File: src/design/siof_pkg.sv
`default_nettype none
// ----------------------------------------------------------------------------
// siof_pkg: shared definitions
// Constants, register indexes and controller/datapath command types.
// ----------------------------------------------------------------------------
package siof_pkg;
  localparam int unsigned MaxRow = 8192;
  localparam int unsigned CntW   = $clog2(MaxRow + 1);
  localparam int unsigned PadW   = 14;

  localparam logic [2:0] RegRankCount  = 3'd0;
  localparam logic [2:0] RegOwnRank    = 3'd1;
  localparam logic [2:0] RegBlockSize  = 3'd2;
  localparam logic [2:0] RegBlockShift = 3'd3;
  localparam logic [2:0] RegStrideSh   = 3'd4;
  localparam logic [2:0] RegPow2Mode   = 3'd5;

  typedef struct packed {
    logic load;      // capture the input item
    logic div_start; // start the first division
    logic finish;    // finalize the item
  } siof_cmd_t;

  typedef struct packed {
    logic div_busy;  // division chain still running
    logic need_div;  // captured item requires division work
  } siof_sts_t;
endpackage
`default_nettype wire

File: src/design/siof_div.sv
`default_nettype none
// ----------------------------------------------------------------------------
// siof_div: restoring divider
// 32-bit unsigned divide, one quotient bit per cycle; zero divisor gives an
// all-ones quotient and the dividend as remainder.
// ----------------------------------------------------------------------------
module siof_div import siof_pkg::*; (
  input  wire logic        clk_i,
  input  wire logic        rst_ni,
  input  wire logic        start_i,
  input  wire logic [31:0] dividend_i,
  input  wire logic [31:0] divisor_i,
  output logic             done_o,
  output logic [31:0]      quot_o,
  output logic [31:0]      rem_o
);
  logic [5:0]  cnt_q, cnt_d;
  logic [31:0] quot_q, quot_d, rem_q, rem_d, dsr_q, dsr_d;
  logic        done_q, done_d;
  logic [32:0] trial;

  always_comb begin
    cnt_d = cnt_q; quot_d = quot_q; rem_d = rem_q; dsr_d = dsr_q; done_d = 1'b0;
    trial = {rem_q, quot_q[31]};
    if (start_i) begin
      cnt_d = 6'd32; quot_d = dividend_i; rem_d = '0; dsr_d = divisor_i;
    end else if (cnt_q != 6'd0) begin
      if (trial >= {1'b0, dsr_q}) begin
        rem_d = 32'(trial - {1'b0, dsr_q});
        quot_d = {quot_q[30:0], 1'b1};
      end else begin
        rem_d = trial[31:0];
        quot_d = {quot_q[30:0], 1'b0};
      end
      cnt_d = cnt_q - 6'd1;
      done_d = (cnt_q == 6'd1);
    end
  end

  always_ff @(posedge clk_i or negedge rst_ni) begin
    if (!rst_ni) begin
      cnt_q <= '0; done_q <= 1'b0;
    end else begin
      cnt_q <= cnt_d; done_q <= done_d;
    end
  end

  always_ff @(posedge clk_i) begin
    quot_q <= quot_d; rem_q <= rem_d; dsr_q <= dsr_d;
  end

  // The restoring scheme already yields all ones and the dividend for zero.
  assign done_o = done_q;
  assign quot_o = quot_q;
  assign rem_o  = rem_q;
endmodule
`default_nettype wire

File: src/design/siof_ctrl.sv
`default_nettype none
// ----------------------------------------------------------------------------
// siof_ctrl: controller
// Sequences capture, optional division and result hand-off.
// ----------------------------------------------------------------------------
module siof_ctrl import siof_pkg::*; (
  input  wire logic clk_i,
  input  wire logic rst_ni,
  input  wire logic in_valid_i,
  output logic      in_ready_o,
  input  wire logic out_busy_i,
  input  siof_sts_t sts_i,
  output siof_cmd_t cmd_o
);
  localparam logic [1:0] StIdle = 2'd0;
  localparam logic [1:0] StEval = 2'd1;
  localparam logic [1:0] StDiv  = 2'd2;
  localparam logic [1:0] StFin  = 2'd3;

  logic [1:0] state_q, state_d;

  always_comb begin
    state_d = state_q;
    cmd_o = '0;
    in_ready_o = 1'b0;
    unique case (state_q)
      StIdle: begin
        in_ready_o = 1'b1;
        if (in_valid_i) begin
          cmd_o.load = 1'b1;
          state_d = StEval;
        end
      end
      StEval: begin
        if (sts_i.need_div) begin
          cmd_o.div_start = 1'b1;
          state_d = StDiv;
        end else begin
          state_d = StFin;
        end
      end
      StDiv: if (!sts_i.div_busy) state_d = StFin;
      StFin: begin
        if (!out_busy_i) begin
          cmd_o.finish = 1'b1;
          state_d = StIdle;
        end
      end
      default: state_d = StIdle;
    endcase
  end

  always_ff @(posedge clk_i or negedge rst_ni) begin
    if (!rst_ni) state_q <= StIdle;
    else state_q <= state_d;
  end
endmodule
`default_nettype wire

File: src/design/siof_dp.sv
`default_nettype none
// ----------------------------------------------------------------------------
// siof_dp: datapath
// Owner and local index computation, row counters and output register.
// ----------------------------------------------------------------------------
module siof_dp import siof_pkg::*; (
  input  wire logic        clk_i,
  input  wire logic        rst_ni,
  input  wire logic        cfg_we_i,
  input  wire logic [2:0]  cfg_index_i,
  input  wire logic [20:0] cfg_data_i,
  input  wire logic [31:0] global_index_i,
  input  wire logic        row_last_i,
  input  siof_cmd_t        cmd_i,
  output siof_sts_t        sts_o,
  output logic             out_busy_o,
  output logic             out_valid_o,
  input  wire logic        out_ready_i,
  output logic             has_value_o,
  output logic [30:0]      local_index_o,
  output logic             row_done_o,
  output logic [13:0]      pad_count_o
);
  logic [8:0]  rank_count_q;
  logic [7:0]  own_rank_q;
  logic [20:0] block_size_q;
  logic [4:0]  block_shift_q, stride_shift_q;
  logic        pow2_q;

  logic [31:0] v_q;
  logic        last_q;
  logic [CntW-1:0] col_q, kept_q;
  logic [1:0]  dphase_q; // 0 idle, 1 v/bs, 2 blk/rc
  logic [31:0] rem_v_q, owner_q, bq_q;
  logic        ovalid_q, ovalid_d, ohas_q, odone_q;
  logic [30:0] olocal_q;
  logic [13:0] opad_q;

  logic        div_start, div_done;
  logic [31:0] div_a, div_b, div_quot, div_rem;

  always_ff @(posedge clk_i or negedge rst_ni) begin
    if (!rst_ni) begin
      rank_count_q <= 9'd1; own_rank_q <= '0; block_size_q <= 21'd1;
      block_shift_q <= '0; stride_shift_q <= '0; pow2_q <= 1'b0;
    end else if (cfg_we_i) begin
      unique case (cfg_index_i)
        RegRankCount:  rank_count_q <= cfg_data_i[8:0];
        RegOwnRank:    own_rank_q <= cfg_data_i[7:0];
        RegBlockSize:  block_size_q <= cfg_data_i;
        RegBlockShift: block_shift_q <= cfg_data_i[4:0];
        RegStrideSh:   stride_shift_q <= cfg_data_i[4:0];
        RegPow2Mode:   pow2_q <= cfg_data_i[0];
        default: ;
      endcase
    end
  end

  logic counted;
  assign counted = (col_q < CntW'(MaxRow));
  assign sts_o.need_div = counted && !v_q[31] && !pow2_q;
  assign sts_o.div_busy = (dphase_q != 2'd0);

  assign div_start = cmd_i.div_start || (dphase_q == 2'd1 && div_done);
  assign div_a = (dphase_q == 2'd1) ? div_quot : v_q;
  assign div_b = (dphase_q == 2'd1) ? {23'd0, rank_count_q} : {11'd0, block_size_q};

  siof_div u_div (
    .clk_i, .rst_ni, .start_i(div_start), .dividend_i(div_a), .divisor_i(div_b),
    .done_o(div_done), .quot_o(div_quot), .rem_o(div_rem)
  );

  always_ff @(posedge clk_i or negedge rst_ni) begin
    if (!rst_ni) dphase_q <= 2'd0;
    else if (cmd_i.div_start) dphase_q <= 2'd1;
    else if (div_done && dphase_q == 2'd1) dphase_q <= 2'd2;
    else if (div_done && dphase_q == 2'd2) dphase_q <= 2'd0;
  end

  always_ff @(posedge clk_i) begin
    if (cmd_i.load) begin
      v_q <= global_index_i; last_q <= row_last_i;
    end
    if (div_done && dphase_q == 2'd1) rem_v_q <= div_rem;
    if (div_done && dphase_q == 2'd2) begin
      owner_q <= div_rem; bq_q <= div_quot;
    end
  end

  // Final owner/local selection; one multiply in division mode.
  logic [31:0] owner_c, local_c, bs_m1, rc_m1, prod;
  logic        kept_c;
  always_comb begin
    bs_m1 = {11'd0, block_size_q} - 32'd1;
    rc_m1 = {23'd0, rank_count_q} - 32'd1;
    prod = 32'(bq_q * {11'd0, block_size_q});
    if (pow2_q) begin
      owner_c = (v_q >> block_shift_q) & rc_m1;
      local_c = ((v_q >> stride_shift_q) << block_shift_q) | (v_q & bs_m1);
    end else begin
      owner_c = owner_q;
      local_c = prod + rem_v_q;
    end
    kept_c = counted && !v_q[31] && (owner_c == {24'd0, own_rank_q});
  end

  logic [CntW-1:0] col_n, kept_n;
  assign col_n  = counted ? col_q + CntW'(1) : col_q;
  assign kept_n = kept_c ? kept_q + CntW'(1) : kept_q;

  // A new result may be loaded in the same cycle the previous one transfers.
  always_comb begin
    ovalid_d = ovalid_q;
    if (ovalid_q && out_ready_i) ovalid_d = 1'b0;
    if (cmd_i.finish && (kept_c || last_q)) ovalid_d = 1'b1;
  end

  always_ff @(posedge clk_i or negedge rst_ni) begin
    if (!rst_ni) begin
      col_q <= '0; kept_q <= '0; ovalid_q <= 1'b0;
    end else begin
      ovalid_q <= ovalid_d;
      if (cmd_i.finish) begin
        col_q  <= last_q ? '0 : col_n;
        kept_q <= last_q ? '0 : kept_n;
      end
    end
  end

  always_ff @(posedge clk_i) begin
    if (cmd_i.finish) begin
      ohas_q <= kept_c;
      olocal_q <= kept_c ? local_c[30:0] : '0;
      odone_q <= last_q;
      opad_q <= last_q ? PadW'(col_n - kept_n) : '0;
    end
  end

  assign out_busy_o = ovalid_q && !out_ready_i;
  assign out_valid_o = ovalid_q;
  assign has_value_o = ohas_q;
  assign local_index_o = olocal_q;
  assign row_done_o = odone_q;
  assign pad_count_o = opad_q;
endmodule
`default_nettype wire

File: src/design/sparse_index_owner_filter_compact.sv
`default_nettype none
// ----------------------------------------------------------------------------
// sparse_index_owner_filter_compact: block-cyclic index filter
// Keeps indices owned by one rank, remaps them local, reports row padding.
// ----------------------------------------------------------------------------
// Channel | Direction | Fields
// in      | sink      | global_index, row_last
// out     | source    | has_value, local_index, row_done, pad_count
// cfg     | write     | cfg_we_i, cfg_index_i, cfg_data_i
// An item skips the divider in power-of-two mode, for negative indices and
// past MaxRow columns; otherwise it takes two passes of the bit-serial divider.
// Reset clears the counters and the output valid flag and sets the configuration to its defaults.
// A stalled output holds the controller in its finish step.
module sparse_index_owner_filter_compact import siof_pkg::*; (
  input  wire logic        clk_i,
  input  wire logic        rst_ni,
  input  wire logic        cfg_we_i,
  input  wire logic [2:0]  cfg_index_i,
  input  wire logic [20:0] cfg_data_i,
  input  wire logic        in_valid_i,
  output logic             in_ready_o,
  input  wire logic signed [31:0] global_index_i,
  input  wire logic        row_last_i,
  output logic             out_valid_o,
  input  wire logic        out_ready_i,
  output logic             has_value_o,
  output logic [30:0]      local_index_o,
  output logic             row_done_o,
  output logic [13:0]      pad_count_o
);
  siof_cmd_t cmd;
  siof_sts_t sts;
  logic      out_busy;

  siof_ctrl u_ctrl (
    .clk_i, .rst_ni, .in_valid_i, .in_ready_o, .out_busy_i(out_busy),
    .sts_i(sts), .cmd_o(cmd)
  );

  siof_dp u_dp (
    .clk_i, .rst_ni, .cfg_we_i, .cfg_index_i, .cfg_data_i,
    .global_index_i(global_index_i), .row_last_i, .cmd_i(cmd), .sts_o(sts),
    .out_busy_o(out_busy), .out_valid_o, .out_ready_i, .has_value_o,
    .local_index_o, .row_done_o, .pad_count_o
  );
endmodule
`default_nettype wire

File: config.mk
export PLATFORM = sky130hd
export DESIGN_NAME = sparse_index_owner_filter_compact
export DESIGN_NICKNAME = d
export VERILOG_FILES = /design/src/design/siof_pkg.sv /design/src/design/siof_div.sv /design/src/design/siof_ctrl.sv /design/src/design/siof_dp.sv /design/src/design/sparse_index_owner_filter_compact.sv
export SDC_FILE = /design/constraint.sdc
export NUM_CORES = 2
export LEC_CHECK = 0
export ABC_AREA = 1
export BUFFER_PORTS_ARGS = -buffer_cell sky130_fd_sc_hd__buf_2
export CAP_MARGIN = 25
export CELL_PAD_IN_SITES_DETAIL_PLACEMENT = 0
export CELL_PAD_IN_SITES_GLOBAL_PLACEMENT = 1
export CORE_MARGIN = 2
export CORE_UTILIZATION = 52
export CTS_CLUSTER_DIAMETER = 30
export DETAILED_ROUTE_END_ITERATION = 10
export PLACE_DENSITY_LB_ADDON = 0.08
export SYNTH_ARGS = -nofsm -noshare
export SYNTH_HDL_FRONTEND = slang
export SYNTH_SLANG_ARGS = --single-unit
File: constraint.sdc
create_clock -name clk_i -period 9.6 [get_ports clk_i]
set_input_delay 0.96 -clock clk_i [delete_from_list [all_inputs] [get_ports clk_i]]
set_output_delay 0.96 -clock clk_i [all_outputs]
set_load 0.05 [all_outputs]
==> flow_metrics.py <==
metrics = {
    "run_status": {
        "outcome": "complete, no violations",
    },
    "worst_setup_path": {
        "r2r_end": "u_dp.local_index_o[30]",
        "crit_required_ps": 10080,
        "cp_max_fo": 33,
        "rr_worst_depth": 24,
        "r2r-start": "u_dp.block_size_q[0]",
        "cp_data_arrival_time_ps": 7550,
        "crit_end": "u_dp.local_index_o[30]",
        "reg2reg_setup_slack_ps": 2530,
        "critPathLaunchType": "flop",
        "crit_path_end_kind": "flop",
        "setup.worst_path.start": "u_dp.block_size_q[0]",
        "crit_type": "flop to flop",
    },
    "drt": {
        "ant_nets": 0,
        "wl_um": 115000,
        "routedWlPerCell_um": 20.8,
        "vias": 30774,
        "dr.first_iter.drc_count": 2967,
        "first_pass_iters": 6,
        "viasPerCell": 5.55,
        "drc": 0,
    },
    "synth": {
        "synth_top_cell_by_area": "fa_1",
        "syn-cell-area_um2": 35100,
        "syn_area_per_cell_um2": 7.68,
        "yosys_most_used_dff": "edfxtp_1",
        "synth_edf_count": 227,
        "yosysTopAreaCellShare_pct": 21.4,
        "syn_nets": 5137,
        "synthTopCellsByArea": "fa_1 21%, edfxtp_1 19%, nand2_1 13%",
        "synthCells": 4572,
        "async_flop_share_pct": 25.6,
        "synth-seq-area-share_pct": 27.6,
        "ys_ff_latch": 348,
        "yosys_warnings": 0,
        "yosysUniqueCellTypes": 53,
    },
    "grt": {
        "grt_use_met1_pct": 47.6,
        "grt_max_degree": 65,
        "busiest_layer": "met2",
        "use_met3_pct": 5.53,
        "grt_pass1_vias": 30214,
        "gr-usage-all-layers_pct": 34.0,
        "grt_pass1_wl_um": 179000,
        "antenna_found_initial": 7,
        "grt_overflow_total": 0,
        "use_met2_pct": 53.2,
    },
    "cts": {
        "insertion_delay_ps": 660,
        "htree_levels": 3,
        "clkTransAtPathRegs_ps": 50,
        "numCtsBuffers": 84,
        "cts_resized": 0,
        "ctsLongestPathBuffers": 3,
        "cts_sinks": 348,
        "post_cts_buffers": 0,
        "cts_tree": "done",
        "postCtsHoldBufs": 0,
        "cts-root-buf": "clkbuf_16",
    },
    "placement": {
        "portBuffers": 110,
        "dpl_cell_area_um2": 36300,
        "finalWeightedCongestion": 0.959,
        "hpwl_um": 87200,
    },
    "layout": {
        "nFillCells": 6278,
        "design_area_um2": 39300,
        "nets": 5159,
        "area_growth_pct": 11.9,
        "drive_above_1_share_pct": 7.65,
    },
    "timing": {
        "relSlewSlack_pct": 29.2,
        "hold_viol_final": 0,
        "worst_pin_slew_ps": 1060,
        "finClkSkew_ps": 36.4,
        "slew_viol_final": 0,
        "finalCritPeriodShare_pct": 73.6,
        "finalSetupTns_ps": 0,
        "min_period_ps": 7070,
        "rsz0062_at_grt": "no",
        "max_freq_mhz": 141,
        "setup_violations": 0,
    },
    "floorplanning": {
        "rows": 95,
        "start_util_pct": 52.4,
        "io-pin-count": 111,
        "die_h_um": 264,
        "fp.coreArea_um2": 67000,
        "fp.dieW_um": 264,
        "die_area_um2": 69600,
    },
    "job": {
        "cap_violations": 0,
    },
    "worst_hold_path": {
        "hold_path.class": "input port to async pin",
    },
}
-- per-stage QoR --
step                      setup WS, ps  std cells  utilization, %  hold WS (ps)
after CTS                         2560       5537            58.6           257
after global placement            2680       5377            54.1           436
after floorplan                   3140       4572               -           427
after global routing              2140       5539            58.6           288
after detailed placement          2550       5379            54.1           435
final                             2530       5540            58.6           261
-- sequential cells by signal, indices dropped and copies added, names as in the netlist, 9 cells and up --
name and cells:
u_dp.owner_q 32, u_dp.rem_v_q 31, u_dp.block_size_q 21, u_dp.rank_count_q 9, u_dp.bq_q 31, u_dp.local_index_o 31, u_dp.col_q 14, u_dp.u_div.quot_o 32
u_dp.pad_count_o 14, u_dp.u_div.dsr_q 21, u_dp.kept_q 14, u_dp.v_q 32, u_dp.u_div.rem_o 32
-- cells in the mapped netlist (8+ instances only) --
cell type and count:
a21oi_1 133, a31oi_1 13, buf_1 45, buf_2 28, clkbuf_1 145, dfrtp_1 87, dfxtp_1 32, edfxtp_1 227
fa_1 375, ha_1 128, inv_1 820, nand2_1 1226, nand3_1 557, nand4_1 52, nor2_1 214, nor3_1 36
nor4_1 8, o211ai_1 21, o21ai_0 189, o21ai_1 21, o22ai_1 23, xnor2_1 30, xor2_1 69
-- routing by layer --
metal,up-vias,share of wire [%],routed length [µm]
li1,14454,-,-
met1,14885,43,49200
met2,1220,46,52600
met3,215,8.2,9450
met4,0,3.7,4290
met5,-,0,0
-- final cells by class --
cell class | instances | area [µm²] | area share [%]
inverters | 829 | 3120 | 7.93
multi-input cells | 3165 | 21400 | 54.4
well taps | 873 | 1090 | 2.78
clock buffers | 91 | 2170 | 5.52
diodes | 1 | 2.50 | 0.00636
repair buffers | 166 | 1030 | 2.61
flip-flops and latches | 348 | 9690 | 24.7
clock inverters | 67 | 818 | 2.08
-- worst min path at each step --
stage,start,end,slack (ps),cells after the start
floorplan,u_dp.u_div.quot_o[0],u_dp.bq_q[0],430,0
CTS,rst_ni,u_dp.out_valid_o,260,1
global placement,u_dp.u_div.quot_o[25],u_dp.bq_q[25],440,0
detailed placement,u_dp.u_div.quot_o[27],u_dp.bq_q[27],430,0
finish,rst_ni,u_dp.out_valid_o,260,1
global route,rst_ni,u_dp.out_valid_o,290,1
-- critical path, stage by stage (launching register included) --
cell,delay [ps]
dfstp_2,1020
nand2_1,170
fa_1,600
fa_1,450
fa_1,550
inv_1,50
fa_1,490
inv_1,50
fa_1,540
inv_1,50
fa_1,470
inv_1,60
fa_1,540
inv_1,40
ha_1,320
inv_1,100
o21bai_1,60
a31oi_1,200
o21ai_0,160
nand2_1,90
nand3_1,150
a21boi_0,320
nand3b_1,160
nand3_1,80
a21oi_1,150
-- cell families (layout without fill, tap and decap cells) --
| logic type | Yosys count | in the layout | synth area share (%) |
|---|---|---|---|
| flip-flops | 348 | 348 | 27.6 |
| XOR/XNOR | 99 | 99 | 2.47 |
| AND/OR/NAND/NOR | 2123 | 2123 | 25.5 |
| other | 0 | 1 | 0 |
| AO/OA/AOI/OAI | 440 | 440 | 6.91 |
| buffers and inverters | 1059 | 1153 | 11.6 |
| adder cells (fa/ha/maj) | 503 | 503 | 25.9 |
-- layout by cell type, fill, tap and decap left out, types with 5 or more instances in the layout --
| cell | Yosys | final |
|---|---|---|
| dfxtp_1 | 32 | 32 |
| o22ai_1 | 23 | 23 |
| inv_6 | 1 | 17 |
| nor4_1 | 8 | 8 |
| nand2_1 | 1226 | 1225 |
| buf_2 | 28 | 109 |
| edfxtp_1 | 227 | 227 |
| or2_2 | 5 | 5 |
| nand3_1 | 557 | 556 |
| xnor2_1 | 30 | 30 |
| clkbuf_16 | 0 | 84 |
| clkinv_16 | 0 | 5 |
| bufinv_16 | 0 | 8 |
| buf_4 | 7 | 53 |
| nor3_1 | 36 | 35 |
| xor2_1 | 69 | 69 |
| dfrtp_1 | 87 | 83 |
| ha_1 | 128 | 128 |
| o21a_1 | 7 | 7 |
| inv_1 | 820 | 818 |
| o21bai_1 | 7 | 7 |
| a32o_1 | 7 | 7 |
| nor2_1 | 214 | 211 |
| clkinv_2 | 1 | 11 |
| nand4_1 | 52 | 52 |
| nand3b_1 | 5 | 5 |
| a31oi_1 | 13 | 13 |
| o21ai_0 | 189 | 189 |
| clkinv_4 | 0 | 10 |
| fa_1 | 375 | 375 |
| a21o_1 | 5 | 5 |
| clkinv_1 | 5 | 6 |
| o211ai_1 | 21 | 21 |
| o21ai_1 | 21 | 20 |
| a21oi_1 | 133 | 132 |
| clkinvlp_4 | 0 | 16 |
| nand2_2 | 7 | 8 |
Power is left out: the tool's default activity adds up to more than one toggle a clock period on the data nets, which glitch-free logic cannot reach.
